### src/rtl/cfc_pkg.sv
// Shared types and constants of the chunked frame checker.
package cfc_pkg;

    // Field widths fixed by the datagram format.
    localparam int BYTE_W  = 8;
    localparam int POS_W   = 11;
    localparam int LEN_W   = 11;
    localparam int HDR16_W = 16;
    localparam int TOTAL_W = 17;

    // Framing bytes and header layout.
    localparam logic [BYTE_W-1:0] STX_BYTE     = 8'h54;
    localparam logic [BYTE_W-1:0] ETX_BYTE     = 8'h45;
    localparam logic [POS_W-1:0]  POS_STX      = 11'd0;
    localparam logic [POS_W-1:0]  POS_LEN_A    = 11'd1;
    localparam logic [POS_W-1:0]  POS_LEN_B    = 11'd2;
    localparam logic [POS_W-1:0]  POS_FLAG     = 11'd3;
    localparam logic [POS_W-1:0]  POS_WAIT_A   = 11'd4;
    localparam logic [POS_W-1:0]  POS_WAIT_B   = 11'd5;
    localparam logic [POS_W-1:0]  HEADER_BYTES = 11'd6;
    localparam logic [POS_W-1:0]  POS_MAX      = 11'd2047;

    // Result kinds.
    localparam logic KIND_PAYLOAD = 1'b0;
    localparam logic KIND_VERDICT = 1'b1;

    // Verdict codes.
    localparam logic [1:0] VERDICT_ERROR    = 2'd0;
    localparam logic [1:0] VERDICT_MORE     = 2'd1;
    localparam logic [1:0] VERDICT_COMPLETE = 2'd2;

    // One result item.
    typedef struct packed {
        logic               out_kind;
        logic [BYTE_W-1:0]  payload_byte;
        logic [1:0]         verdict;
        logic [LEN_W-1:0]   chunk_length;
        logic [TOTAL_W-1:0] total_length;
        logic               send_ack;
        logic               ack_state;
    } cfc_result_t;

endpackage

### src/rtl/cfc_parser.sv
// Datagram parser: per-datagram state, running total and result formation.
module cfc_parser #(
    parameter int MAX_PAYLOAD = 1024,
    parameter int MAX_TOTAL   = 65536
) (
    input  logic                         aclk,
    input  logic                         aresetn,
    input  logic                         in_accept,
    input  logic [cfc_pkg::BYTE_W-1:0]   rx_byte,
    input  logic                         end_of_datagram,
    input  logic                         length_msb_first,
    output logic                         res_valid,
    output cfc_pkg::cfc_result_t         res_data
);
    import cfc_pkg::*;

    logic [POS_W-1:0]   byte_position_reg, byte_position_next;
    logic [BYTE_W-1:0]  held_header_byte_reg, held_header_byte_next;
    logic [LEN_W-1:0]   frame_length_reg, frame_length_next;
    logic               continue_flag_reg, continue_flag_next;
    logic               frame_bad_reg, frame_bad_next;
    logic [TOTAL_W-1:0] running_total_reg, running_total_next;

    logic [HDR16_W-1:0] length_word;
    logic [POS_W-1:0]   etx_pos;
    logic               is_payload;
    logic               frame_ok;
    logic [TOTAL_W:0]   total_sum;
    logic [TOTAL_W-1:0] total_sat;

    // Length as assembled from the held byte and the current byte.
    assign length_word = length_msb_first ? {held_header_byte_reg, rx_byte}
                                          : {rx_byte, held_header_byte_reg};
    assign etx_pos     = HEADER_BYTES + frame_length_reg;

    // Header checks and payload/ETX classification of the current byte.
    always_comb begin
        held_header_byte_next = held_header_byte_reg;
        frame_length_next     = frame_length_reg;
        continue_flag_next    = continue_flag_reg;
        frame_bad_next        = frame_bad_reg;
        is_payload            = 1'b0;
        if (byte_position_reg == POS_STX) begin
            if (rx_byte != STX_BYTE) begin
                frame_bad_next = 1'b1;
            end
        end else if (byte_position_reg == POS_LEN_A) begin
            held_header_byte_next = rx_byte;
        end else if (byte_position_reg == POS_LEN_B) begin
            // Only the low bits are kept: a longer length marks the frame bad.
            frame_length_next = length_word[LEN_W-1:0];
            if (length_word > HDR16_W'(MAX_PAYLOAD)) begin
                frame_bad_next = 1'b1;
            end
        end else if (byte_position_reg == POS_FLAG) begin
            if (rx_byte > 8'd1) begin
                frame_bad_next = 1'b1;
            end else begin
                continue_flag_next = rx_byte[0];
            end
        end else if (byte_position_reg == POS_WAIT_A ||
                     byte_position_reg == POS_WAIT_B) begin
            if (rx_byte != '0) begin
                frame_bad_next = 1'b1;
            end
        end else if (!frame_bad_reg) begin
            if (byte_position_reg < etx_pos) begin
                is_payload = 1'b1;
            end else if (byte_position_reg == etx_pos && rx_byte != ETX_BYTE) begin
                frame_bad_next = 1'b1;
            end
        end
    end

    // Verdict arithmetic: saturating running total.
    assign frame_ok  = !frame_bad_next && (byte_position_reg >= HEADER_BYTES) &&
                       (byte_position_reg >= etx_pos);
    assign total_sum = {1'b0, running_total_reg} +
                       {{(TOTAL_W + 1 - LEN_W){1'b0}}, frame_length_reg};
    assign total_sat = (total_sum > (TOTAL_W + 1)'(MAX_TOTAL)) ? TOTAL_W'(MAX_TOTAL)
                                                              : total_sum[TOTAL_W-1:0];

    // Result item and next running total.
    always_comb begin
        res_data           = '0;
        res_valid          = 1'b0;
        running_total_next = running_total_reg;
        byte_position_next = (byte_position_reg != POS_MAX) ? byte_position_reg + 11'd1
                                                            : byte_position_reg;
        if (end_of_datagram) begin
            res_valid         = 1'b1;
            res_data.out_kind = KIND_VERDICT;
            if (frame_ok) begin
                res_data.chunk_length = frame_length_reg;
                res_data.total_length = total_sat;
                if (continue_flag_reg) begin
                    res_data.verdict   = VERDICT_MORE;
                    res_data.send_ack  = 1'b1;
                    res_data.ack_state = 1'b1;
                    running_total_next = total_sat;
                end else begin
                    res_data.verdict   = VERDICT_COMPLETE;
                    running_total_next = '0;
                end
            end else begin
                res_data.verdict      = VERDICT_ERROR;
                res_data.send_ack     = 1'b1;
                res_data.total_length = running_total_reg;
            end
        end else if (is_payload) begin
            res_valid             = 1'b1;
            res_data.out_kind     = KIND_PAYLOAD;
            res_data.payload_byte = rx_byte;
        end
    end

    // State registers, updated on each accepted item; a verdict clears the frame.
    always_ff @(posedge aclk) begin
        if (!aresetn) begin
            byte_position_reg    <= '0;
            held_header_byte_reg <= '0;
            frame_length_reg     <= '0;
            continue_flag_reg    <= 1'b0;
            frame_bad_reg        <= 1'b0;
            running_total_reg    <= '0;
        end else if (in_accept) begin
            running_total_reg <= running_total_next;
            if (end_of_datagram) begin
                byte_position_reg    <= '0;
                held_header_byte_reg <= '0;
                frame_length_reg     <= '0;
                continue_flag_reg    <= 1'b0;
                frame_bad_reg        <= 1'b0;
            end else begin
                byte_position_reg    <= byte_position_next;
                held_header_byte_reg <= held_header_byte_next;
                frame_length_reg     <= frame_length_next;
                continue_flag_reg    <= continue_flag_next;
                frame_bad_reg        <= frame_bad_next;
            end
        end
    end

    // A payload item can only come from past the header.
    a_payload_after_header: assert property (@(posedge aclk) disable iff (!aresetn)
        (res_valid && res_data.out_kind == KIND_PAYLOAD) |->
            (byte_position_reg >= HEADER_BYTES && !frame_bad_reg))
        else $error("payload item inside header or bad frame");

    // A verdict leaves the frame state cleared.
    a_verdict_clears: assert property (@(posedge aclk) disable iff (!aresetn)
        (in_accept && end_of_datagram) |=> (byte_position_reg == '0 && !frame_bad_reg))
        else $error("frame state not cleared after verdict");

    // The running total never passes its ceiling.
    a_total_bounded: assert property (@(posedge aclk) disable iff (!aresetn)
        {1'b0, running_total_reg} <= (TOTAL_W + 1)'(MAX_TOTAL))
        else $error("running total above ceiling");

endmodule

### config.mk
export PLATFORM = sky130hd
export DESIGN_NAME = cfc_parser
export DESIGN_NICKNAME = d
export VERILOG_FILES = /design/src/rtl/cfc_pkg.sv /design/src/rtl/cfc_parser.sv
export SDC_FILE = /design/constraint.sdc
export NUM_CORES = 1
export LEC_CHECK = 0
export ABC_AREA = 1
export BUFFER_PORTS_ARGS = -buffer_cell sky130_fd_sc_hd__buf_2
export CAP_MARGIN = 20
export CELL_PAD_IN_SITES_DETAIL_PLACEMENT = 0
export CELL_PAD_IN_SITES_GLOBAL_PLACEMENT = 2
export CORE_ASPECT_RATIO = 0.75
export CORE_UTILIZATION = 34
export CTS_BUF_LIST = sky130_fd_sc_hd__clkbuf_4 sky130_fd_sc_hd__clkbuf_8 sky130_fd_sc_hd__clkbuf_16
export DETAILED_ROUTE_END_ITERATION = 10
export HOLD_SLACK_MARGIN = 0.03
export PLACE_DENSITY_LB_ADDON = 0.1
export SLEW_MARGIN = 20
export SYNTH_ARGS = -nofsm -noshare
export SYNTH_HDL_FRONTEND = slang
export SYNTH_SLANG_ARGS = --single-unit
### constraint.sdc
create_clock -name aclk -period 9.1 [get_ports aclk]
set_input_delay 1.365 -clock aclk [delete_from_list [all_inputs] [get_ports aclk]]
set_output_delay 1.365 -clock aclk [all_outputs]
set_load 0.02 [all_outputs]
==> results of run 1 <==
## per-stage QoR
stage | total power [mW] | instances | instance area, um2 | hold slack, ps | util [%]
after global routing | 0.544 | 954 | 4950 | 510 | 39.5
after floorplan | 0.292 | 749 | 4460 | 440 | -
final | 0.514 | 954 | 4950 | 479 | 39.5
after detailed placement | 0.319 | 947 | 4800 | 469 | 38.4
after global placement | 0.319 | 947 | 4800 | 464 | 38.4
after CTS | 0.521 | 954 | 4950 | 480 | 39.5
## kinds of logic after synthesis
logic type	count (synthesis)	synth area share, %
AOI/OAI and AO/OA	117	14.0
adders and majority gates	28	8.02
xor gates and xnor gates	13	2.55
buffers and inverters	141	13.2
and+or+nand+nor	401	40.2
DFF	49	22.0
## worst min-delay path: cells and delay by family, from the launching register on
kind	cells	cell delay [ps]
AO/OA/AOI/OAI	1	50
flip-flops	1	320
AND/OR/NAND/NOR	1	60
## cell type report
cell class / instances / area (um2)
flip-flops and latches: 49 / 981
well taps: 166 / 208
inverters: 118 / 444
repair buffers: 55 / 278
clock buffers: 7 / 146
multi-input cells: 559 / 2890
fillers: 1454 / 7570
## power by group
part,internal [mW],switching (mW)
combinational,0.0266,0.0606
sequential,0.221,0.00740
clock,0.112,0.0872
## cells in the final DEF (no fill, tap or decap), types with 2 or more instances in the layout
master and instances:
nor3_1 31, a31oi_1 4, nand3b_1 7, nand3_1 35, nand3_2 11, buf_2 54, and2_1 4, inv_1 110
ha_1 27, nand4_1 5, clkbuf_16 5, dfxtp_1 49, xnor2_1 2, nor2_2 2, o21ai_0 39, nor2_1 119
clkinv_1 2, nand2_2 4, nor3_2 2, a21oi_2 2, a21oi_1 46, nand2_4 2, a211oi_1 4, xor2_1 11
o21ai_1 20, nand2_1 173, inv_2 5
## final timing paths
kind | start | to | depth (start not counted)
worst max register to register | frame_length_reg[1]$_SDFFE_PN0P_ | running_total_reg[2]$_SDFFE_PN0P_ | 19
worst min-delay path | held_header_byte_reg[0]$_SDFFE_PN0P_ | held_header_byte_reg[0]$_SDFFE_PN0P_ | 2
worst max-delay path | frame_length_reg[1]$_SDFFE_PN0P_ | res_data[2] | 24
worst min register to register | held_header_byte_reg[0]$_SDFFE_PN0P_ | held_header_byte_reg[0]$_SDFFE_PN0P_ | 2
## metal layers
layer | up-vias | part of all wire, %
met5 | - | 0
met3 | 2 | 4.6
met2 | 108 | 38
met4 | 0 | 0.13
met1 | 2135 | 58
li1 | 2457 | -
==> out/metrics.csv, run 1 <==
metric,value,unit
"Async S/R FF share, synth",0,%
Worst R2R Setup Slack,5460,ps
RSZ-0062 raised after global routing,false,
crit path kind,reg -> out,
Slew @ Worst Pin,925,ps
slowest CP cell,clkinv_2,
Post-Syn Area,0.00446,mm2
Ys Warns,0,
die area,0.0136,mm2
"count leader, synth",nand2_1,
Critical Path Max Stage Delay,410,ps
met2 Track Usage GR,30.8,%
number of remaining DRC errors,0,
Initial Util,35.6,%
"top cells by area, synth","dfxtp_1 (22%), nand2_1 (15%), nor2_1 (10%)",
CP max FO,31,
Longest Clk Path Bufs,2,
Buf/Inv on CP,3,
Initial DRC Count,276,
hold crit path type,reg -> reg,
overall routed net length,14200,um
Die X-Extent,134,um
PortBufs,54,
WP data arrival,4310,ps
Critical Path Sink Type,primary output,
worst-path cell chain,"inv_1, ha_1, nor3_1, nand3_1, nor3_1, xor2_1, ha_1, nand2_1, nor2_1, and2_1, nand2_1, nand3_1, nand2_1, nand2_1, nand2_1, nand2_1, nand2_1, nand2_2, nand2_4, nand2_4, clkinv_2, o21ai_0, a21oi_1, buf_2",
pre-CTS WS,3760,ps
Post-synth top cells,"nand2_1 (173), nor2_1 (119), inv_1 (110), dfxtp_1 (49), a21oi_1 (46)",
Vias,4702,
Startpoint Class,register,
CTS HTree Levels,2,
top cell type's share of synthesized area,22.0,%
M1 GR Usage,35.1,%
Top Ports,55,
syn_nets,790,
routability cong.,0.851,
Setup TNS,0,ps
#FFs+latches synth,49,
cell taking the most area after synthesis,dfxtp_1,
hpwl dp,10900,um
GRT busiest layer,met1,
final worst setup slack,3420,ps
core area,0.0125,mm2
skew final,3.48,ps
Post-Synthesis Cells,749,
# diodes,0,
run status,finished clean,
Post-synth EDFFs,0,
final worst path period share,62.4,%
CTS root buf,clkbuf_16,
max FFs per register,17,
GRT Util Overall,21.8,%
vias per cell,4.93,
vias in the first global route,4257,
Clock transition at path regs,70,ps
largest net degree at the start of global routing,37,
worst path required time,7740,ps
total clock buffers created by CTS,5,
WL per Instance,14.9,um
Die Ht,101,um
Power Dens Cells,104,mW/mm2
endpoints failing setup,0,
postcts setup bufs,0,
minimum clock period,5680,ps
CTS Sinks,49,
initial antenna violation count,0,
CTS tree,done,
Post-synth top flop,dfxtp_1,
Syn Area/Cell,5.96,um2
first-pass GRT wire length,23200,um
VDD IR max,0.0736,mV
Netlist cell types,41,
Slew headroom,38.0,%
row cnt,35,
Top Family by Delay on Critical Path,simple AND/OR/NAND/NOR gates,
Area growth syn-to-layout,10.9,%
grt total ovfl,0,
"Seq/Total Area, Yosys",22.0,%
most numerous cell on the critical path,nand2_1,
Peak Freq,176,MHz
Max Slew Vio Count,0,
number of gates resized after CTS,0,
proportion of layout cells with a drive suffix above 1,12.2,%
P_leak,2.55,nW
max_cap viols,0,
final hold violations,0,
met3 usage,3.05,%
clk_lat worst skew,290,ps
DRT antenna net count,0,
Post-CTS Hold Buffers,0,
Nets,829,
First-pass DRT Iterations,5,
(Power assumes the default switching activity.)
==> run 2, diff against run 1 <==
--- a/config.mk
+++ b/config.mk
@@ -11,7 +11,7 @@
 export CELL_PAD_IN_SITES_DETAIL_PLACEMENT = 0
 export CELL_PAD_IN_SITES_GLOBAL_PLACEMENT = 2
 export CORE_ASPECT_RATIO = 0.75
-export CORE_UTILIZATION = 34
+export CORE_UTILIZATION = 31
 export CTS_BUF_LIST = sky130_fd_sc_hd__clkbuf_4 sky130_fd_sc_hd__clkbuf_8 sky130_fd_sc_hd__clkbuf_16
 export DETAILED_ROUTE_END_ITERATION = 10
 export HOLD_SLACK_MARGIN = 0.03
==> constraint.sdc (replaced) <==
create_clock -name aclk -period 5.55 [get_ports aclk]
set_input_delay 0.8325 -clock aclk [delete_from_list [all_inputs] [get_ports aclk]]
set_output_delay 0.8325 -clock aclk [all_outputs]
set_load 0.02 [all_outputs]
==> out/metrics.csv, run 2 (synthesis results as in run 1) <==
metric,value,unit
run status,finished clean,
CP max FO,31,
Initial Util,32.1,%
endpoints failing setup,0,
overall routed net length,14500,um
PortBufs,54,
RSZ-0062 raised after global routing,false,
First-pass DRT Iterations,4,
max_cap viols,0,
row cnt,37,
vias per cell,4.85,
minimum clock period,4970,ps
proportion of layout cells with a drive suffix above 1,12.2,%
Switching Fraction,31.9,%
Peak Freq,201,MHz
Crit. Startpoint,frame_length_reg[1]$_SDFFE_PN0P_,
vias in the first global route,4314,
clk_lat worst skew,310,ps
number of remaining DRC errors,0,
Setup TNS,0,ps
register area,981,um2
core area,0.0139,mm2
routed wl met2,5270,um
Initial DRC Count,289,
hold_sp,held_header_byte_reg[0]$_SDFFE_PN0P_,
routed length on met1,8610,um
CTS tree,done,
Vias,4673,
Die X-Extent,141,um
Slew @ Worst Pin,710,ps
Slew headroom,52.6,%
WP data arrival,4140,ps
routed length on met3,519,um
final worst path period share,89.6,%
max layer used,met4,
Power Dens Cells,168,mW/mm2
worst path required time,4720,ps
Die Ht,106,um
internal power,0.568,mW
VDD IR max,0.109,mV
# diodes,0,
Clock transition at path regs,70,ps
WL per Instance,15.1,um
Max Slew Vio Count,0,
Combinational Power Share,17.3,%
fill count,1593,
FF-to-FF Start,frame_length_reg[1]$_SDFFE_PN0P_,
fin util,35.7,%
hpwl dp,11300,um
final hold violations,0,
Nets,830,
Longest Clk Path Bufs,2,
clock share of power,37.9,%
max FFs per register,17,
crit path kind,reg -> out,
Startpoint Class,register,
Net Sw Power,0.266,mW
Critical Path Sink Type,primary output,
hold crit path type,reg -> reg,
largest net degree at the start of global routing,37,
Post-CTS Hold Buffers,0,
routability cong.,0.876,
GRT Util Overall,20.3,%
P_leak,2.55,nW
grt total ovfl,0,
initial antenna violation count,0,
Inst Count DP,957,
"commonest non-fill, non-tap cell in the layout",nand2_1,
total clock buffers created by CTS,5,
CTS root buf,clkbuf_16,
"commonest non-fill, non-tap cells in the layout","nand2_1 (173), nor2_1 (119), inv_1 (110)",
Area growth syn-to-layout,11.0,%
CTS Sinks,49,
area of the multi-input gates,0.00289,mm2
CTS HTree Levels,2,
Top Ports,55,
DRT antenna net count,0,
die area,0.0149,mm2
Layout Cells excl Fill,963,
sequential share of power,44.8,%
skew final,5.18,ps
first-pass GRT wire length,23300,um
==> run 2: changes by cell type in the layout (fill, tap and decap cells not counted), sizes merged <==
cell	change
inv	+1
buf	+1
clkbuf	-2
==> run 2: final cells by class <==
| cell class | instances | share of cell area [%] |
|---|---|---|
| multi-input cells | 559 | 58.4 |
| flip-flops and latches | 49 | 19.8 |
| inverters | 118 | 8.99 |
| repair buffers | 56 | 5.76 |
| well taps | 175 | 4.42 |
| clock buffers | 5 | 2.53 |
| clock inverters | 1 | 0.101 |
==> run 2: worst paths after layout <==
path / to / slack, ps / cells past startpoint
worst min register to register: held_header_byte_reg[0]$_SDFFE_PN0P_ / 490 / 2
worst max register to register: running_total_reg[13]$_SDFFE_PN0P_ / 1950 / 19
worst min-delay path: held_header_byte_reg[0]$_SDFFE_PN0P_ / 490 / 2
worst max-delay path: res_data[2] / 580 / 19
==> run 2: repair_timing <==
item / 4_1_cts / 5_1_grt
gates resized for setup: 0 / 1
setup endpoints to repair: 0 / 14
buffers inserted: 0 / 0
==> run 2: routing by layer <==
metal,global-route usage (%),vias to the layer above
met5,0,-
met4,3.80,0
li1,-,2475
met1,32.8,2104
met2,27.6,87
met3,2.97,7
==> run 2: critical path, stage by stage, from the launching register on <==
cell and delay (ps):
dfxtp_1 390, inv_1 130, ha_1 250, nor3_1 320, nand3_1 170, nor3_1 200, xor2_1 100, ha_1 280
nand2_1 70, nor2_1 170, and2_1 170, nand2_1 60, nand3_1 120, a21oi_1 90, a31oi_4 290, nand2_4 220
inv_4 320, o21ai_0 130, a21oi_1 170, buf_2 190
==> run 2: power by group through the flow <==
stage | clock, mW | sequential (mW) | combinational, mW
finish | 0.316 | 0.374 | 0.144
global route | 0.337 | 0.375 | 0.162
CTS | 0.327 | 0.373 | 0.145
detailed placement | 0 | 0.382 | 0.144
global placement | 0 | 0.382 | 0.143
floorplan | 0 | 0.376 | 0.102
==> run 2: through the flow <==
| step | hold slack [ps] | setup WS, ps | instance area [um2] | power (mW) |
|---|---|---|---|---|
| 3_5_place_dp | 479 | 732 | 4820 | 0.526 |
| 5_1_grt | 514 | 162 | 4950 | 0.874 |
| 3_3_place_gp | 466 | 914 | 4820 | 0.525 |
| 2_1_floorplan | 440 | 1210 | 4460 | 0.478 |
| 4_1_cts | 489 | 377 | 4950 | 0.845 |
| 6_report | 486 | 575 | 4950 | 0.834 |
==> run 3, diff against run 2 <==
--- a/config.mk
+++ b/config.mk
@@ -5,13 +5,13 @@
 export SDC_FILE = /design/constraint.sdc
 export NUM_CORES = 1
 export LEC_CHECK = 0
-export ABC_AREA = 1
+export ABC_AREA = 0
 export BUFFER_PORTS_ARGS = -buffer_cell sky130_fd_sc_hd__buf_2
 export CAP_MARGIN = 20
 export CELL_PAD_IN_SITES_DETAIL_PLACEMENT = 0
 export CELL_PAD_IN_SITES_GLOBAL_PLACEMENT = 2
 export CORE_ASPECT_RATIO = 0.75
-export CORE_UTILIZATION = 31
+export CORE_UTILIZATION = 34
 export CTS_BUF_LIST = sky130_fd_sc_hd__clkbuf_4 sky130_fd_sc_hd__clkbuf_8 sky130_fd_sc_hd__clkbuf_16
 export DETAILED_ROUTE_END_ITERATION = 10
 export HOLD_SLACK_MARGIN = 0.03
==> out/metrics.csv, run 3 <==
metric,value,unit
final instance area,0.00451,mm2
top cell type's share of synthesized area,24.8,%
WP data arrival,4280,ps
core area,0.0111,mm2
Inst Count DP,674,
Post-Synth XOR/XNOR Area,5.08,%
final hold violations,0,
#FFs+latches synth,49,
multiplexer share of the synthesized area,3.60,%
Top Family by Delay on Critical Path,compound AO/OA/AOI/OAI gates,
Post-Syn Area,0.00396,mm2
CTS HTree Levels,2,
Max Slew Vio Count,0,
"commonest non-fill, non-tap cells in the layout","nor2_1 (71), buf_2 (54), dfxtp_1 (49)",
Net Sw Power,0.192,mW
Longest Clk Path Bufs,2,
Compound-Gate Fraction of Synth Area,27.8,%
Buf/Inv on CP,2,
worst-path cell chain,"inv_1, fa_1, nand2b_1, a21oi_1, o21ai_0, a2111o_1, or4_4, o31ai_4, and3_2, a32o_1, buf_2",
CTS tree,done,
Setup TNS,0,ps
syn_nets,540,
die area,0.0121,mm2
Layout Cells excl Fill,682,
pre-CTS WS,583,ps
hold crit path type,reg -> reg,
"count leader, synth",nor2_1,
cell taking the most area after synthesis,dfxtp_1,
First-pass DRT Iterations,4,
Syn Area/Cell,7.94,um2
max FFs per register,17,
minimum clock period,5110,ps
Critical Path Sink Type,primary output,
Top Ports,55,
# diodes,0,
overall routed net length,12800,um
Die Ht,95.5,um
worst path required time,4720,ps
Post-Synthesis Cells,499,
Ys Warns,0,
Initial DRC Count,314,
"Async S/R FF share, synth",0,%
GRT Util Overall,21.8,%
slowest CP cell,or4_4,
Post-synth EDFFs,0,
largest net degree at the start of global routing,30,
Post-synth top cells,"nor2_1 (71), dfxtp_1 (49), a21oi_1 (32), ha_1 (27), and3_1 (20)",
first-pass GRT wire length,20100,um
Post-synth top flop,dfxtp_1,
Combinational Power Share,7.4,%
Power Dens Cells,175,mW/mm2
VDD IR max,0.128,mV
CTS Sinks,49,
register area,981,um2
main combinational cell family by area after synthesis,compound AO/OA/AOI/OAI gates,
Startpoint Class,register,
endpoints failing setup,0,
final worst path period share,92.1,%
RSZ-0062 raised after global routing,false,
postcts setup bufs,0,
proportion of layout cells with a drive suffix above 1,15.1,%
CTS root buf,clkbuf_16,
sequential share of power,44.9,%
clk_lat worst skew,300,ps
grt total ovfl,0,
Nets,582,
WL per Instance,18.8,um
Netlist cell types,69,
Vias,3944,
Peak Freq,196,MHz
Clock transition at path regs,70,ps
Area after DPL,0.00433,mm2
total clock buffers created by CTS,5,
Area growth syn-to-layout,13.8,%
Slew @ Worst Pin,950,ps
fin util,40.4,%
DRT antenna net count,0,
hpwl dp,9960,um
crit path kind,reg -> out,
routability cong.,0.855,
Slew headroom,36.6,%
"top cells by area, synth","dfxtp_1 (25%), ha_1 (8.5%), nor2_1 (6.7%)",
vias in the first global route,3526,
fill count,1152,
number of remaining DRC errors,0,
"commonest non-fill, non-tap cell in the layout",nor2_1,
initial antenna violation count,0,
Die X-Extent,127,um
Synth Area in Adders,9.03,%
area of the multi-input gates,0.00279,mm2
PortBufs,54,
row cnt,33,
"Seq/Total Area, Yosys",24.8,%
Critical Path Max Stage Delay,560,ps
clock share of power,47.6,%
max_cap viols,0,
CP max FO,14,
skew final,5.97,ps
final worst setup slack,439,ps
internal power,0.596,mW
P_leak,1.89,nW
Post-Synth Simple-Gate Area,24.8,%
vias per cell,5.78,
run status,finished clean,
Switching Fraction,24.4,%
Initial Util,35.5,%
==> run 3: cell type report <==
type	instances	area share, %
multi-input cells	406	61.8
flip-flops and latches	49	21.8
repair buffers	61	7.16
well taps	140	3.89
clock buffers	6	3.08
inverters	18	1.50
clock inverters	2	0.833
==> run 3: final timing paths <==
path	startpoint	depth (start not counted)	slack [ps]	to
max reg2reg	frame_length_reg[1]$_SDFFE_PN0P_	10	1550	running_total_reg[15]$_SDFFE_PN0P_
max	frame_length_reg[1]$_SDFFE_PN0P_	11	440	res_data[4]
min reg2reg	frame_bad_reg$_SDFFE_PN0P_	2	500	frame_bad_reg$_SDFFE_PN0P_
min	frame_bad_reg$_SDFFE_PN0P_	2	500	frame_bad_reg$_SDFFE_PN0P_
==> run 3: per-stage QoR <==
stage	hold slack (ps)	power, mW
floorplan	459	0.399
global placement	483	0.421
detailed placement	488	0.421
CTS	500	0.795
global route	550	0.815
finish	502	0.788
==> run 3: logic make-up (layout without fill, tap and decap cells) <==
logic type	after synthesis	after routing
AO/OA/AOI/OAI	151	151
XOR/XNOR	23	23
adder cells (fa/ha/maj)	28	28
buffers and inverters	44	87
flip-flops	49	49
multiplexers	14	14
AND/OR/NAND/NOR	190	190
==> run 3: per-layer routing <==
| metal | part of all wire (%) | GRT usage (%) | vias up |
|---|---|---|---|
| met5 | 0 | 0 | - |
| met4 | 0.47 | 3.47 | 0 |
| met3 | 4.2 | 3.20 | 7 |
| met2 | 38 | 29.6 | 94 |
| met1 | 58 | 35.4 | 1881 |
| li1 | - | - | 1962 |
==> run 3: worst register-to-register path, stage by stage (launching register included) <==
cell and delay (ps):
dfxtp_1 480, inv_1 140, fa_1 460, nand2b_1 200, a21oi_1 420, o21ai_0 160, a2111o_1 380, or4_4 560
o31ai_4 300, and4_1 600, a22o_1 240
==> run 3: power groups by stage <==
stage | logic, mW | registers [mW] | clock network, mW
6_report | 0.0586 | 0.354 | 0.375
2_1_floorplan | 0.0374 | 0.362 | 0
5_1_grt | 0.0648 | 0.354 | 0.396
4_1_cts | 0.0589 | 0.354 | 0.382
3_3_place_gp | 0.0588 | 0.362 | 0
3_5_place_dp | 0.0588 | 0.362 | 0
==> run 3: timing repair <==
item	4_1_cts	5_1_grt
resized for setup	0	1
hold buffers	0	0
endpoints found under the hold margin	0	0
setup endpoints to repair	0	14
